File: config.mk
export PLATFORM = sky130hd
export DESIGN_NAME = rc_receiver_frame_decoder_core
export DESIGN_NICKNAME = d
export VERILOG_FILES = /design/src/design/rcfd_pkg.sv /design/src/design/rcfd_front.sv /design/src/design/rcfd_queue.sv /design/src/design/rcfd_back.sv /design/src/design/rc_receiver_frame_decoder_core.sv
export SDC_FILE = /design/constraint.sdc
export NUM_CORES = 1
export LEC_CHECK = 0
export ABC_AREA = 0
export BUFFER_PORTS_ARGS = -buffer_cell sky130_fd_sc_hd__buf_2
export CAP_MARGIN = 20
export CORE_UTILIZATION = 55
export CTS_CLUSTER_SIZE = 16
export DETAILED_ROUTE_END_ITERATION = 10
export PLACE_DENSITY_LB_ADDON = 0.1
export SYNTH_ARGS = -nofsm -noshare
export SYNTH_HDL_FRONTEND = slang
export SYNTH_HIERARCHICAL = 1
export SYNTH_SLANG_ARGS = --single-unit
File: constraint.sdc
create_clock -name clk -period 22.7 [get_ports clk]
set_clock_uncertainty 0.15 [all_clocks]
set_input_delay 4.54 -clock clk [delete_from_list [all_inputs] [get_ports clk]]
set_output_delay 4.54 -clock clk [all_outputs]
set_load 0.005 [all_outputs]
File: src/design/rcfd_pkg.sv
// Shared types, codes and constants for the RC receiver frame decoder.
package rcfd_pkg;

  // Defaults and fixed geometry.
  localparam int FRAME_BYTES_DEFAULT = 18;
  localparam int DATA_BYTES          = 16;  // leading frame bytes that carry decoded fields
  localparam int QUEUE_DEPTH         = 2;
  localparam int CH_W                = 11;
  localparam int CFG_IDX_W           = 1;

  // Input opcodes.
  localparam logic OP_BYTE = 1'b0;
  localparam logic OP_IDLE = 1'b1;

  // Result status codes.
  localparam logic [1:0] STATUS_OK    = 2'd0;
  localparam logic [1:0] STATUS_RANGE = 2'd1;
  localparam logic [1:0] STATUS_SHORT = 2'd2;

  // Register indexes.
  localparam logic [CFG_IDX_W-1:0] REG_CH_MIN = 1'b0;
  localparam logic [CFG_IDX_W-1:0] REG_CH_MAX = 1'b1;

  localparam logic [CH_W-1:0] CH_MIN_RESET = 11'd364;
  localparam logic [CH_W-1:0] CH_MAX_RESET = 11'd1684;

  typedef struct packed {
    logic       op;
    logic [7:0] rx_byte;
  } in_t;

  typedef struct packed {
    logic        [1:0]      status;
    logic        [CH_W-1:0] stick0;
    logic        [CH_W-1:0] stick1;
    logic        [CH_W-1:0] stick2;
    logic        [CH_W-1:0] stick3;
    logic        [1:0]      switch_left;
    logic        [1:0]      switch_right;
    logic signed [15:0]     mouse_x;
    logic signed [15:0]     mouse_y;
    logic signed [15:0]     mouse_z;
    logic        [15:0]     mouse_buttons;
    logic        [15:0]     key_bits;
  } out_t;

  // One classified frame handed from front to back.
  typedef struct packed {
    logic                           is_short;
    logic [DATA_BYTES-1:0][7:0]     data;
  } job_t;

  // Front-to-queue push beat.
  typedef struct packed {
    logic push;
    job_t job;
  } push_t;

endpackage

File: src/design/rcfd_front.sv
// Front end: byte collection, frame store and frame classification.
module rcfd_front #(
  parameter int FRAME_BYTES = rcfd_pkg::FRAME_BYTES_DEFAULT
) (
  input  logic           clk,
  input  logic           rst,
  input  logic           accept,
  input  rcfd_pkg::in_t  item,
  output rcfd_pkg::push_t push_beat
);

  localparam int CW = $clog2(FRAME_BYTES);

  logic [CW-1:0] byte_count;
  logic [CW-1:0] byte_count_next;
  logic [rcfd_pkg::DATA_BYTES-1:0][7:0] frame_store;
  logic is_byte;
  logic last;

  assign is_byte = (item.op == rcfd_pkg::OP_BYTE);
  assign last    = (byte_count == CW'(FRAME_BYTES - 1));

  always_comb begin
    byte_count_next = byte_count;
    push_beat       = '0;
    // Snapshot merges the incoming byte so a short frame geometry still works.
    for (int i = 0; i < rcfd_pkg::DATA_BYTES; i++) begin
      push_beat.job.data[i] = (is_byte && byte_count == CW'(i)) ? item.rx_byte
                                                                : frame_store[i];
    end
    if (accept) begin
      if (is_byte) begin
        if (last) begin
          byte_count_next        = '0;
          push_beat.push         = 1'b1;
          push_beat.job.is_short = 1'b0;
        end else begin
          byte_count_next = byte_count + 1'b1;
        end
      end else if (byte_count != '0) begin
        byte_count_next        = '0;
        push_beat.push         = 1'b1;
        push_beat.job.is_short = 1'b1;
      end
    end
  end

  always_ff @(posedge clk) begin
    if (rst) begin
      byte_count <= '0;
    end else begin
      byte_count <= byte_count_next;
    end
  end

  always_ff @(posedge clk) begin
    for (int i = 0; i < rcfd_pkg::DATA_BYTES; i++) begin
      if (accept && is_byte && byte_count == CW'(i)) begin
        frame_store[i] <= item.rx_byte;
      end
    end
  end

endmodule

File: src/design/rcfd_queue.sv
// Short job queue between front and back ends.
module rcfd_queue (
  input  logic             clk,
  input  logic             rst,
  input  rcfd_pkg::push_t  push_beat,
  input  logic             pop,
  output rcfd_pkg::job_t   head,
  output logic             empty,
  output logic             full
);

  localparam int DEPTH = rcfd_pkg::QUEUE_DEPTH;
  localparam int PW    = (DEPTH > 1) ? $clog2(DEPTH) : 1;
  localparam int NW    = $clog2(DEPTH + 1);

  rcfd_pkg::job_t entries [DEPTH];
  logic [PW-1:0] wr_ptr;
  logic [PW-1:0] rd_ptr;
  logic [NW-1:0] fill;
  logic do_push;
  logic do_pop;

  assign empty   = (fill == '0);
  assign full    = (fill == NW'(DEPTH));
  assign do_push = push_beat.push && !full;
  assign do_pop  = pop && !empty;
  assign head    = entries[rd_ptr];

  always_ff @(posedge clk) begin
    if (rst) begin
      wr_ptr <= '0;
      rd_ptr <= '0;
      fill   <= '0;
    end else begin
      if (do_push) begin
        wr_ptr <= (wr_ptr == PW'(DEPTH - 1)) ? '0 : wr_ptr + 1'b1;
      end
      if (do_pop) begin
        rd_ptr <= (rd_ptr == PW'(DEPTH - 1)) ? '0 : rd_ptr + 1'b1;
      end
      case ({do_push, do_pop})
        2'b10:   fill <= fill + 1'b1;
        2'b01:   fill <= fill - 1'b1;
        default: fill <= fill;
      endcase
    end
  end

  always_ff @(posedge clk) begin
    if (do_push) begin
      entries[wr_ptr] <= push_beat.job;
    end
  end

endmodule

File: src/design/rcfd_back.sv
// Back end: field unpack, range check, frame counters and output register.
module rcfd_back (
  input  logic                              clk,
  input  logic                              rst,
  input  logic                              cfg_we,
  input  logic [rcfd_pkg::CFG_IDX_W-1:0]    cfg_index,
  input  logic [rcfd_pkg::CH_W-1:0]         cfg_data,
  input  rcfd_pkg::job_t                    head,
  input  logic                              q_empty,
  output logic                              pop,
  output logic                              fr_valid,
  input  logic                              fr_stall,
  output rcfd_pkg::out_t                    fr_result
);

  logic [rcfd_pkg::CH_W-1:0] channel_min;
  logic [rcfd_pkg::CH_W-1:0] channel_max;
  logic [31:0] good_frames;
  logic [31:0] dropped_frames;
  rcfd_pkg::out_t dec;
  logic [3:0] ch_ok;
  logic all_ok;

  always_comb begin
    dec = '0;
    dec.stick0        = {head.data[1][2:0], head.data[0]};
    dec.stick1        = {head.data[2][5:0], head.data[1][7:3]};
    dec.stick2        = {head.data[4][0], head.data[3], head.data[2][7:6]};
    dec.stick3        = {head.data[5][3:0], head.data[4][7:1]};
    dec.switch_left   = head.data[5][7:6];
    dec.switch_right  = head.data[5][5:4];
    dec.mouse_x       = {head.data[7], head.data[6]};
    dec.mouse_y       = {head.data[9], head.data[8]};
    dec.mouse_z       = {head.data[11], head.data[10]};
    dec.mouse_buttons = {head.data[13], head.data[12]};
    dec.key_bits      = {head.data[15], head.data[14]};

    ch_ok[0] = (dec.stick0 >= channel_min) && (dec.stick0 <= channel_max);
    ch_ok[1] = (dec.stick1 >= channel_min) && (dec.stick1 <= channel_max);
    ch_ok[2] = (dec.stick2 >= channel_min) && (dec.stick2 <= channel_max);
    ch_ok[3] = (dec.stick3 >= channel_min) && (dec.stick3 <= channel_max);
    all_ok   = &ch_ok;

    if (head.is_short) begin
      dec        = '0;
      dec.status = rcfd_pkg::STATUS_SHORT;
    end else begin
      dec.status = all_ok ? rcfd_pkg::STATUS_OK : rcfd_pkg::STATUS_RANGE;
    end
  end

  assign pop = !q_empty && (!fr_valid || !fr_stall);

  always_ff @(posedge clk) begin
    if (rst) begin
      channel_min <= rcfd_pkg::CH_MIN_RESET;
      channel_max <= rcfd_pkg::CH_MAX_RESET;
    end else if (cfg_we) begin
      case (cfg_index)
        rcfd_pkg::REG_CH_MIN: channel_min <= cfg_data;
        rcfd_pkg::REG_CH_MAX: channel_max <= cfg_data;
        default: ;
      endcase
    end
  end

  always_ff @(posedge clk) begin
    if (rst) begin
      fr_valid       <= 1'b0;
      good_frames    <= '0;
      dropped_frames <= '0;
    end else begin
      if (pop) begin
        fr_valid <= 1'b1;
        if (dec.status == rcfd_pkg::STATUS_OK) begin
          good_frames <= good_frames + 32'd1;
        end else begin
          dropped_frames <= dropped_frames + 32'd1;
        end
      end else if (!fr_stall) begin
        fr_valid <= 1'b0;
      end
    end
  end

  always_ff @(posedge clk) begin
    if (pop) begin
      fr_result <= dec;
    end
  end

endmodule

File: src/design/rc_receiver_frame_decoder_core.sv
// Top level of the RC receiver frame decoder.
// Takes one beat per cycle on the rx channel: a received byte or a line-idle
// event. Bytes fill a frame of FRAME_BYTES; the last byte of a frame, or an
// idle with a partial frame, yields one result beat on the fr channel
// (front classify, queue, back decode into the output register). An idle
// with no bytes pending yields nothing. Sustained rate is one rx beat per
// cycle; rx_stall rises only when the two-entry job queue is full, which
// happens only if the fr side holds stall. Full frames report four
// 11-bit sticks, two switches, three mouse axes, buttons and key bits, with
// status ok or out-of-range against channel_min/channel_max (inclusive);
// partial frames report status short with all other fields zero.
// Registers: index 0 channel_min (reset 364), index 1 channel_max (reset
// 1684); write only while no frame is in flight.
module rc_receiver_frame_decoder_core #(
  parameter int FRAME_BYTES = rcfd_pkg::FRAME_BYTES_DEFAULT
) (
  input  logic                           clk,
  input  logic                           rst,
  input  logic                           rx_valid,
  output logic                           rx_stall,
  input  rcfd_pkg::in_t                  rx_item,
  output logic                           fr_valid,
  input  logic                           fr_stall,
  output rcfd_pkg::out_t                 fr_result,
  input  logic                           cfg_we,
  input  logic [rcfd_pkg::CFG_IDX_W-1:0] cfg_index,
  input  logic [rcfd_pkg::CH_W-1:0]      cfg_data
);

  rcfd_pkg::push_t push_beat;
  rcfd_pkg::job_t  head;
  logic q_empty;
  logic q_full;
  logic pop;
  logic rx_accept;

  // Stall on a full queue only; stall never looks at the payload.
  assign rx_stall  = q_full;
  assign rx_accept = rx_valid && !rx_stall;

  rcfd_front #(
    .FRAME_BYTES(FRAME_BYTES)
  ) u_front (
    .clk       (clk),
    .rst       (rst),
    .accept    (rx_accept),
    .item      (rx_item),
    .push_beat (push_beat)
  );

  rcfd_queue u_queue (
    .clk       (clk),
    .rst       (rst),
    .push_beat (push_beat),
    .pop       (pop),
    .head      (head),
    .empty     (q_empty),
    .full      (q_full)
  );

  rcfd_back u_back (
    .clk       (clk),
    .rst       (rst),
    .cfg_we    (cfg_we),
    .cfg_index (cfg_index),
    .cfg_data  (cfg_data),
    .head      (head),
    .q_empty   (q_empty),
    .pop       (pop),
    .fr_valid  (fr_valid),
    .fr_stall  (fr_stall),
    .fr_result (fr_result)
  );

endmodule

# Yosys cells after proc, flatten, opt, wreduce, memory -nomap -nowiden
# Memory sizes are Yosys's and may differ from the RTL's. A register that Yosys moved wholly into a read port is not among the register bits.
# Index checks and enable logic that the tools add are counted.
word_totals:
  mem_bits_rw: 258
  elab_cells: 159
  register_bits: 290
  mem_count: 1
classes:
  addsub: 5
  n_mux: 33
  n_eq_ne: 21
  n_reduce_logical: 54
  order_cmp: 8
  bitwise_logic: 2
mem_list:
  columns: ["name", "words", "width", "read_ports", "rd_clocked_by_memory_dff", "wr", "line_no", "text"]
  rows:
  - ["u_queue.entries", 2, 129, 1, 1, 1, "rcfd_queue.sv:16", "rcfd_pkg::job_t entries [DEPTH];"]
ops:
  columns: ["operator", "n"]
  rows:
  - ["$mux 8", 16]
  - ["$ge 11x11->1", 4]
  - ["$le 11x11->1", 4]
  - ["$logic_and 1x1->1", 41]
  - ["$eq 5x4->1 const B", 8]
  - ["$eq 5x3->1 const B", 4]
  - ["$mux 5", 3]
  - ["$eq 5x2->1 const B", 2]
  - ["$mux 1", 9]
  - ["$mux 2", 4]
  - ["$reduce_and 2->1", 3]
  - ["$add 5x1->5 const B", 1]
  - ["$eq 5x1->1 const B", 1]
  - ["$eq 5x5->1 const B", 1]
  - ["$logic_not 5->1", 1]
  - ["$reduce_bool 5->1", 1]
  - ["$eq 2x2->1 const B", 2]
  - ["$logic_not 1->1", 4]
  - ["$ne 2x1->1 const B", 2]
  - ["$pmux 2 s2", 1]
  - ["$reduce_and 4->1", 1]
  - ["$add 1x1->1 const B", 2]
  - ["$add 2x1->2 const B", 1]
  - ["$eq 2x1->1 const B", 1]
  - ["5 further kinds", 6]

# Depth between registers and ports, before layout
# Gate-level depths: netlist of run 1.
depth:
  word_depth: 7
  mapped_depth: 11
  mapped_depth_nobuf: 10

# Hierarchy
# Netlist of run 1, hierarchy kept.
by_module_without_submodules:
  columns: ["mod", "n_inst", "seq_area_each_um2", "cells_per_inst", "area_per_inst_um2"]
  rows:
  - ["rcfd_queue", 1, 7847.5, 427, 9494.1]
  - ["rcfd_back", 1, 4364.2, 605, 7489.7]
  - ["rcfd_front", 1, 3943.8, 357, 5974.5]
  - ["rc_receiver_frame_decoder_core", 1, 0.0, 1, 13.8]

# Worst setup path after synthesis of run 1
# No wires, ideal clock.
synth_path:
  path_type: "input -> register"
  from: "input fr_stall"
  to: "register u_queue.fill[1]"
  stages: 5
  arrival_ps: 12142
  slack_ps: 10338
  n_path_buf: 0
  cell_sequence: "a21oi_1 > o21a_1 > ha_1 > or3_1 > a21oi_1"
synth_between:
  elab_chain_len: 6
  word_cells_on_any_way: 8
synth_lines:
  columns: ["item", "line_no", "text"]
  rows:
  - ["start: declaration", "rc_receiver_frame_decoder_core.sv:23", "input logic fr_stall,"]
  - ["$logic_not 1->1 (*)", "rcfd_back.sv:52", "assign pop = !q_empty && (!fr_valid || !fr_stall);"]
  - ["$logic_or 1x1->1 (*)", "rcfd_back.sv:52", null]
  - ["$logic_and 1x1->1 (*)", "rcfd_back.sv:52", null]
  - ["$logic_and 1x1->1 (*)", "rcfd_queue.sv:26", "assign do_pop = pop && !empty;"]
  - ["named net u_queue.do_pop", "rcfd_queue.sv:21", "logic do_pop;"]
  - ["$eq 2x1->1 / $eq 2x2->1 (equally long branches)", "rcfd_queue.sv:41", "case ({do_push, do_pop})"]
  - ["$pmux 2 s2 / $reduce_bool 2->1 (equally long branches)", null, null]
  - ["end signal: assignment", "rcfd_queue.sv:42", "2'b10: fill <= fill + 1'b1;"]
  - ["end signal: assignment", "rcfd_queue.sv:43", "2'b01: fill <= fill - 1'b1;"]
  - ["end signal: assignment", "rcfd_queue.sv:44", "default: fill <= fill;"]
  - ["end: declaration", "rcfd_queue.sv:19", "logic [NW-1:0] fill;"]
# Mark *: on every way through the listed nets, which the timed path passes. The rest lies on a longest branch.
# A chain may end at the register's enable or synchronous reset.

==> results.sh, run 1 <==
export IMPL_place_inst=2032
export IMPL_finalPower_mw=2.14
export IMPL_cts_resized_gates=0
export IMPL_reg2reg_slack_ns=18.35
export IMPL_routedWlPerCell_microns=21.4
export IMPL_die_x_microns=206
export IMPL_cts_root_buf="clkbuf_16"
export IMPL_grt_pass1_wl_microns=69200
export IMPL_switching_share_pct=20.3
export IMPL_num_nets_final=1676
export IMPL_rsz0062_at_grt="false"
export IMPL_instances_no_fill=2132
export IMPL_p_int_mw=1.70
export IMPL_synthFlopType="edfxtp_1"
export IMPL_critical_path_startpoint_type="input pin"
export IMPL_hold_class="reg -> reg"
export IMPL_initial_utilization_pct=56.0
export IMPL_clock_path_buffers=3
export IMPL_min_to="u_back/channel_min[10]"
export IMPL_finalHoldViolCount=0
export IMPL_synth_fa_ha_area_share_pct=5.12
export IMPL_path_clk_slew_ns=0.06
export IMPL_worst_pin_slew_ns=1.08
export IMPL_status="complete, but fails checks"
export IMPL_layout_setup_ws_ns=15.45
export IMPL_synth_simple_area_share_pct=7.35
export IMPL_pwr_share_clk_pct=42.6
export IMPL_synth_compound_area_share_pct=2.84
export IMPL_synth_xor_area_share_pct=0.114
export IMPL_drv_slew=0
export IMPL_drive_above_1_share_pct=32.6
export IMPL_muxShareOfSynthArea_pct=12.6
export IMPL_drc=16
export IMPL_hpwl_microns=28100
export IMPL_r2r_end="u_back/fr_result[128]"
export IMPL_max_freq_mhz=138
export IMPL_fp_row_count=74
export IMPL_insertion_delay_ns=0.59
export IMPL_port_buffers=157
export IMPL_dieArea_sq_um=42600
export IMPL_synth_area_sq_um=23000
export IMPL_fin_crit_ns=7.25
export IMPL_post_cts_buffers=0
export IMPL_antenna_found_initial=0
export IMPL_power_frac_comb_pct=4.6
export IMPL_coreArea_sq_um=41000
export IMPL_min_path_cells=2
export IMPL_numClockSinks=549
export IMPL_cap_violations=0
export IMPL_grt_max_degree=72
export IMPL_min_from="u_back/channel_min[10]"
export IMPL_arrival_ns=7.31
export IMPL_track_usage_pct=21.8
export IMPL_cts_tree="built"
export IMPL_ys_types=52
export IMPL_htreeDepth=2
export IMPL_busiest_layer="met2"
export IMPL_synth_edff_count=516
export IMPL_power_density_nw_per_um2=81.9
export IMPL_violations="design-rule violations"
export IMPL_path_class="in -> reg"
export IMPL_endpoint_kind="register"
export IMPL_vias=12100
export IMPL_async_flop_share_pct=0
export IMPL_dpl_worst_slack_ns=14.81
export IMPL_setup_tns_ns=0
export IMPL_cp_max_fo=67
export IMPL_crit_required_ns=22.75
export IMPL_final_core_util_pct=63.6
export IMPL_grt_util_met2_pct=34.3
export IMPL_grt_pass1_vias=12000
export IMPL_use_met3_pct=3.37
export IMPL_ir_worst_vdd_uv=72.3
export IMPL_cts_made_buffers=54
export IMPL_syn_to_final_growth_pct=13.6
export IMPL_synth_top_family_by_area="multiplexers"
export IMPL_hold_buffers=0
export IMPL_firstDrtPassIters=9
export IMPL_routed_wl_microns=45700
export IMPL_post_route_period_util_pct=31.9
export IMPL_seq_power_share_pct=52.8
export IMPL_p_leak_nw=9.19
export IMPL_use_met1_pct=31.2
export IMPL_yosysSeqAreaShare_pct=70.3
export IMPL_slew_headroom_pct=27.9
export IMPL_viasPerCell=5.66
export IMPL_ios=158
export IMPL_antenna_cells=0
export IMPL_syn_avg_cell_area_sq_um=16.5
export IMPL_switching_power_mw=0.435
export IMPL_setup_violations=0
export IMPL_syn_num_nets=1510
export IMPL_overflow=0
export IMPL_drtIter0Drc=741
export IMPL_yosys_register_bits=549
export IMPL_multiInputGateArea_sq_um=6470
export IMPL_r2r_cells=9
export IMPL_syn_inst=1390
export IMPL_die_h_microns=206
export IMPL_ant_nets=0
export IMPL_fillerInstances=2976
export IMPL_regArea_sq_um=16200
export IMPL_place_congestion=0.864
export IMPL_ys_warn_count=6
==> placed cells by master, fill, tap and decap left out, drive strengths merged, types with 2 or more instances in the layout <==
cell     count
o22ai        2
a31oi        2
and4         2
a211o        7
bufinv       8
xnor2        2
and2         4
clkbuf      70
o21ai       17
inv         35
a41oi        2
nand3       16
a21oi       46
nor2b      130
dfxtp       33
nor2        40
nand4       11
nand3b       9
o21a         3
or3          6
and3         5
nand2b       8
buf        164
edfxtp     516
clkinv      21
ha          94
a211oi       8
nor3         5
a2111oi      2
mux2       257
a21o        10
nor4         2
nand2       52
==> cell type report <==
| type | count | share of cell area [%] |
|---|---|---|
| Tap cell | 532 | 2.55 |
| Clock inverter | 30 | 1.41 |
| Clock buffer | 70 | 5.61 |
| Sequential cell | 549 | 61.9 |
| Multi-Input combinational cell | 753 | 24.8 |
| Timing Repair Buffer | 164 | 3.21 |
| Inverter | 34 | 0.499 |
==> power by group through the flow <==
stage / Combinational, mW / Sequential (mW) / Clock, mW
3_5_place_dp: 0.0978 / 1.15 / 0
4_1_cts: 0.0984 / 1.13 / 0.932
2_1_floorplan: 0.0560 / 1.15 / 0
3_3_place_gp: 0.0950 / 1.15 / 0
5_1_grt: 0.109 / 1.13 / 0.964
6_report: 0.0974 / 1.13 / 0.911
==> critical path, cell delays in order <==
cell       delay [ns]
buf_2            0.08
nor2b_4          0.28
and2_1           0.20
o2bb2ai_1        0.16
inv_1            0.08
or3_1            0.41
inv_4            0.66
buf_4            0.86
==> cell usage after synthesis, drive strengths merged (3+ instances only) <==
| cell | count | area [sq um] |
|---|---|---|
| ha | 94 | 1180 |
| nand2b | 8 | 52.6 |
| a211oi | 8 | 65.1 |
| mux2 | 257 | 2890 |
| clkbuf | 30 | 113 |
| buf | 24 | 129 |
| a21o | 10 | 75.1 |
| nand3b | 9 | 67.6 |
| o21ai | 17 | 85.1 |
| and3 | 5 | 31.3 |
| nand2 | 52 | 203 |
| a211o | 7 | 61.3 |
| inv | 34 | 128 |
| dfxtp | 33 | 661 |
| or3 | 6 | 37.5 |
| nand4 | 11 | 68.8 |
| nor2 | 40 | 150 |
| nor3 | 5 | 25.0 |
| edfxtp | 516 | 15500 |
| nand3 | 16 | 125 |
| a21oi | 46 | 230 |
| and2 | 4 | 25.0 |
| nor2b | 130 | 821 |
| o21a | 3 | 22.5 |
==> registers in the layout, summed over array words and instances (netlist names), 2 cells and up, named ones only <==
signal and cells:
u_queue/entries 258, u_back/fr_result 130, u_front/frame_store 128, u_back/channel_max 11
u_back/channel_min 11, u_front/byte_count 5, u_queue/fill 2
==> worst max-delay path by stage <==
stage | from | end | slack, ns | depth (start not counted)
4_1_cts | rx_valid | u_queue/entries[0][24] | 15.42 | 8
3_3_place_gp | rx_valid | u_queue/entries[0][66] | 14.83 | 8
3_5_place_dp | rx_valid | u_queue/entries[0][25] | 14.81 | 8
5_1_grt | rx_valid | u_queue/entries[0][46] | 15.23 | 8
2_1_floorplan | fr_stall | u_queue/fill[1] | 10.34 | 5
6_report | rx_valid | u_queue/entries[0][41] | 15.45 | 8
==> per-layer routing <==
layer	wire [microns]	part of all wire [%]	up-vias
li1	-	-	5604
met1	20900	46	6066
met2	21500	47	328
met3	2240	4.9	78
met4	1060	2.3	0
met5	0	0	-
==> metrics by stage <==
step,cell area [sq um],hold WS [ns]
2_1_floorplan,23000,0.286
3_3_place_gp,24300,0.295
3_5_place_dp,24300,0.303
4_1_cts,26100,0.312
5_1_grt,26100,0.338
6_report,26100,0.312
==> kinds of logic after synthesis <==
group / Yosys count
compound gates: 104
xor+xnor: 3
fa+ha+maj: 94
buf+inv: 88
flops: 549
mux: 258
simple gates: 294
(Power assumes the default switching activity.)
==> inputs of run 2 (changes only) <==
Settings changed: CORE_UTILIZATION 55 to 54.
Clock period 22.7 ns to 6.2 ns, I/O delays scaled along.
==> run 2 against run 1 <==
  * The run now ends clean
  * Die area is 1.8% higher
  * Sequential share of layout area is 0.24 points lower
  * Register-to-register slack worse by 16 ns
  * Flip-flop and latch count stayed put
  * Hold slack worse by 0.0052 ns
  * Power grew to 3.7 times the previous value
  * Critical path depth is 1 higher
  * Cell count is 0.56% higher
  * Wire length is 1.4% higher
  * Count of clock-buffer cells in the layout is 2 higher
  * Combinational power grew to 3.7 times the previous value
  * Global-route usage is 0.17 points lower
==> results.sh, run 2 (synthesized netlist as in run 1, its figures left out) <==
export IMPL_top_regs="u_queue/entries: 258 flops, u_back/fr_result: 130 flops, u_front/frame_store: 128 flops"
export IMPL_htreeDepth=2
export IMPL_finalHoldViolCount=0
export IMPL_cts_resized_gates=0
export IMPL_clock_path_buffers=3
export IMPL_critical_path_startpoint_type="register"
export IMPL_grt_pass1_wl_microns=71000
export IMPL_drive_above_1_share_pct=32.7
export IMPL_cts_made_buffers=55
export IMPL_numClockSinks=549
export IMPL_dpl_worst_slack_ns=2.04
export IMPL_cp_max_fo=43
export IMPL_finalPower_mw=7.88
export IMPL_rsz0062_at_grt="false"
export IMPL_largest_reg_flops=258
export IMPL_setup_violations=0
export IMPL_grt_max_degree=75
export IMPL_drv_slew=0
export IMPL_path_class="reg -> reg"
export IMPL_viasPerCell=5.61
export IMPL_coreArea_sq_um=41900
export IMPL_initial_utilization_pct=54.8
export IMPL_fin_crit_ns=3.73
export IMPL_final_common_cell="edfxtp_1"
export IMPL_slowest_delay_ns=0.76
export IMPL_track_usage_pct=21.6
export IMPL_worst_pin_slew_ns=1.03
export IMPL_arrival_ns=3.90
export IMPL_routed_wl_microns=46300
export IMPL_min_path_cells=2
export IMPL_min_from="u_back/channel_min[7]"
export IMPL_endpoint_kind="register"
export IMPL_grt_pass1_vias=11900
export IMPL_cts_tree="built"
export IMPL_p_leak_nw=9.22
export IMPL_path_clk_slew_ns=0.06
export IMPL_syn_to_final_growth_pct=14.0
export IMPL_crit_chain="buf_4 -> mux2_2 -> ha_1 -> a21o_1 -> a21oi_1 -> o21ai_0 -> and3_1 -> a2111oi_2 -> a31oi_1"
export IMPL_post_cts_buffers=0
export IMPL_routedWlPerCell_microns=21.6
export IMPL_drtIter0Drc=879
export IMPL_slew_headroom_pct=31.5
export IMPL_final_cell_mix="edfxtp_1 (516), mux2_2 (256), buf_2 (157)"
export IMPL_cap_violations=0
export IMPL_fp_row_count=75
export IMPL_top_register="u_queue/entries"
export IMPL_hold_buffers=0
export IMPL_setup_tns_ns=0
export IMPL_firstDrtPassIters=5
export IMPL_place_congestion=0.897
export IMPL_num_nets_final=1678
export IMPL_crit_required_ns=6.37
export IMPL_ir_worst_vdd_uv=231
export IMPL_hpwl_microns=28500
export IMPL_hold_class="reg -> reg"
export IMPL_vias=12000
export IMPL_overflow=0
export IMPL_die_x_microns=208
export IMPL_r2r_cells=9
export IMPL_ant_nets=0
export IMPL_power_density_nw_per_um2=301
export IMPL_max_freq_mhz=268
export IMPL_status="finished, final reports clean"
export IMPL_drc=0
export IMPL_insertion_delay_ns=0.60
export IMPL_post_route_period_util_pct=60.2
export IMPL_cts_root_buf="clkbuf_16"
export IMPL_ios=158
export IMPL_dieArea_sq_um=43400
export IMPL_layout_setup_ws_ns=2.47
export IMPL_die_h_microns=208
export IMPL_reg2reg_slack_ns=2.47
export IMPL_port_buffers=157
export IMPL_antenna_found_initial=1
export IMPL_cp_slowest_cell="dfxtp_4"
-- run 2: changes by cell type in the layout (fill, tap and decap cells not counted) --
cell / delta
clkbuf_8: +1
clkinv_8: -1
diode_2: +1
buf_16: +1
clkbuf_16: +1
clkinv_1: +1
buf_4: -2
clkinvlp_4: +3
buf_12: +2
clkinv_2: -2
-- run 2: report_power, final --
group / switching [mW] / total, mW / internal [mW] / leakage, nW
registers: 0.0213 / 4.13 / 4.11 / 4.95
clock network: 1.35 / 3.39 / 2.04 / 0.903
logic: 0.234 / 0.361 / 0.127 / 3.36
total: 1.61 / 7.88 / 6.27 / 9.22
-- run 2: per-stage QoR --
stage,std cells,hold WS [ns],util (%),cell area [sq um]
floorplan,1390,0.286,-,23000
global placement,2039,0.294,57.9,24300
detailed placement,2039,0.299,57.9,24300
CTS,2142,0.307,62.4,26200
global route,2143,0.335,62.4,26200
finish,2144,0.307,62.4,26200
-- run 2: critical path: cells and delay by family (launching register included) --
family / cells / cell delay [ns]
flops: 1 / 0.76
simple gates: 1 / 0.20
buf+inv: 1 / 0.59
fa+ha+maj: 1 / 0.34
mux: 1 / 0.44
compound gates: 5 / 0.90
-- run 2: metal layers --
| layer | global-route usage [%] | vias to the layer above | share of wire [%] |
|---|---|---|---|
| met3 | 4.14 | 48 | 5.7 |
| li1 | - | 5596 | - |
| met5 | 0 | - | 0 |
| met4 | 5.42 | 0 | 1.4 |
| met2 | 33.0 | 331 | 46 |
| met1 | 32.1 | 6063 | 47 |
-- run 2: final timing paths --
path | end
worst max-delay path | u_back/fr_result[128]
worst min-delay path | u_back/channel_min[7]
worst max register to register | u_back/fr_result[128]
worst min register to register | u_back/channel_min[7]
-- run 2: cell type report --
class                           instances  area [sq um]
Sequential cell                       549         16200
Fill cell                            3081         15800
Multi-Input combinational cell        753          6470
Clock buffer                           72          1500
Timing Repair Buffer                  165           891
Tap cell                              539           674
Clock inverter                         31           368
Inverter                               34           130
Antenna cell                            1          2.50
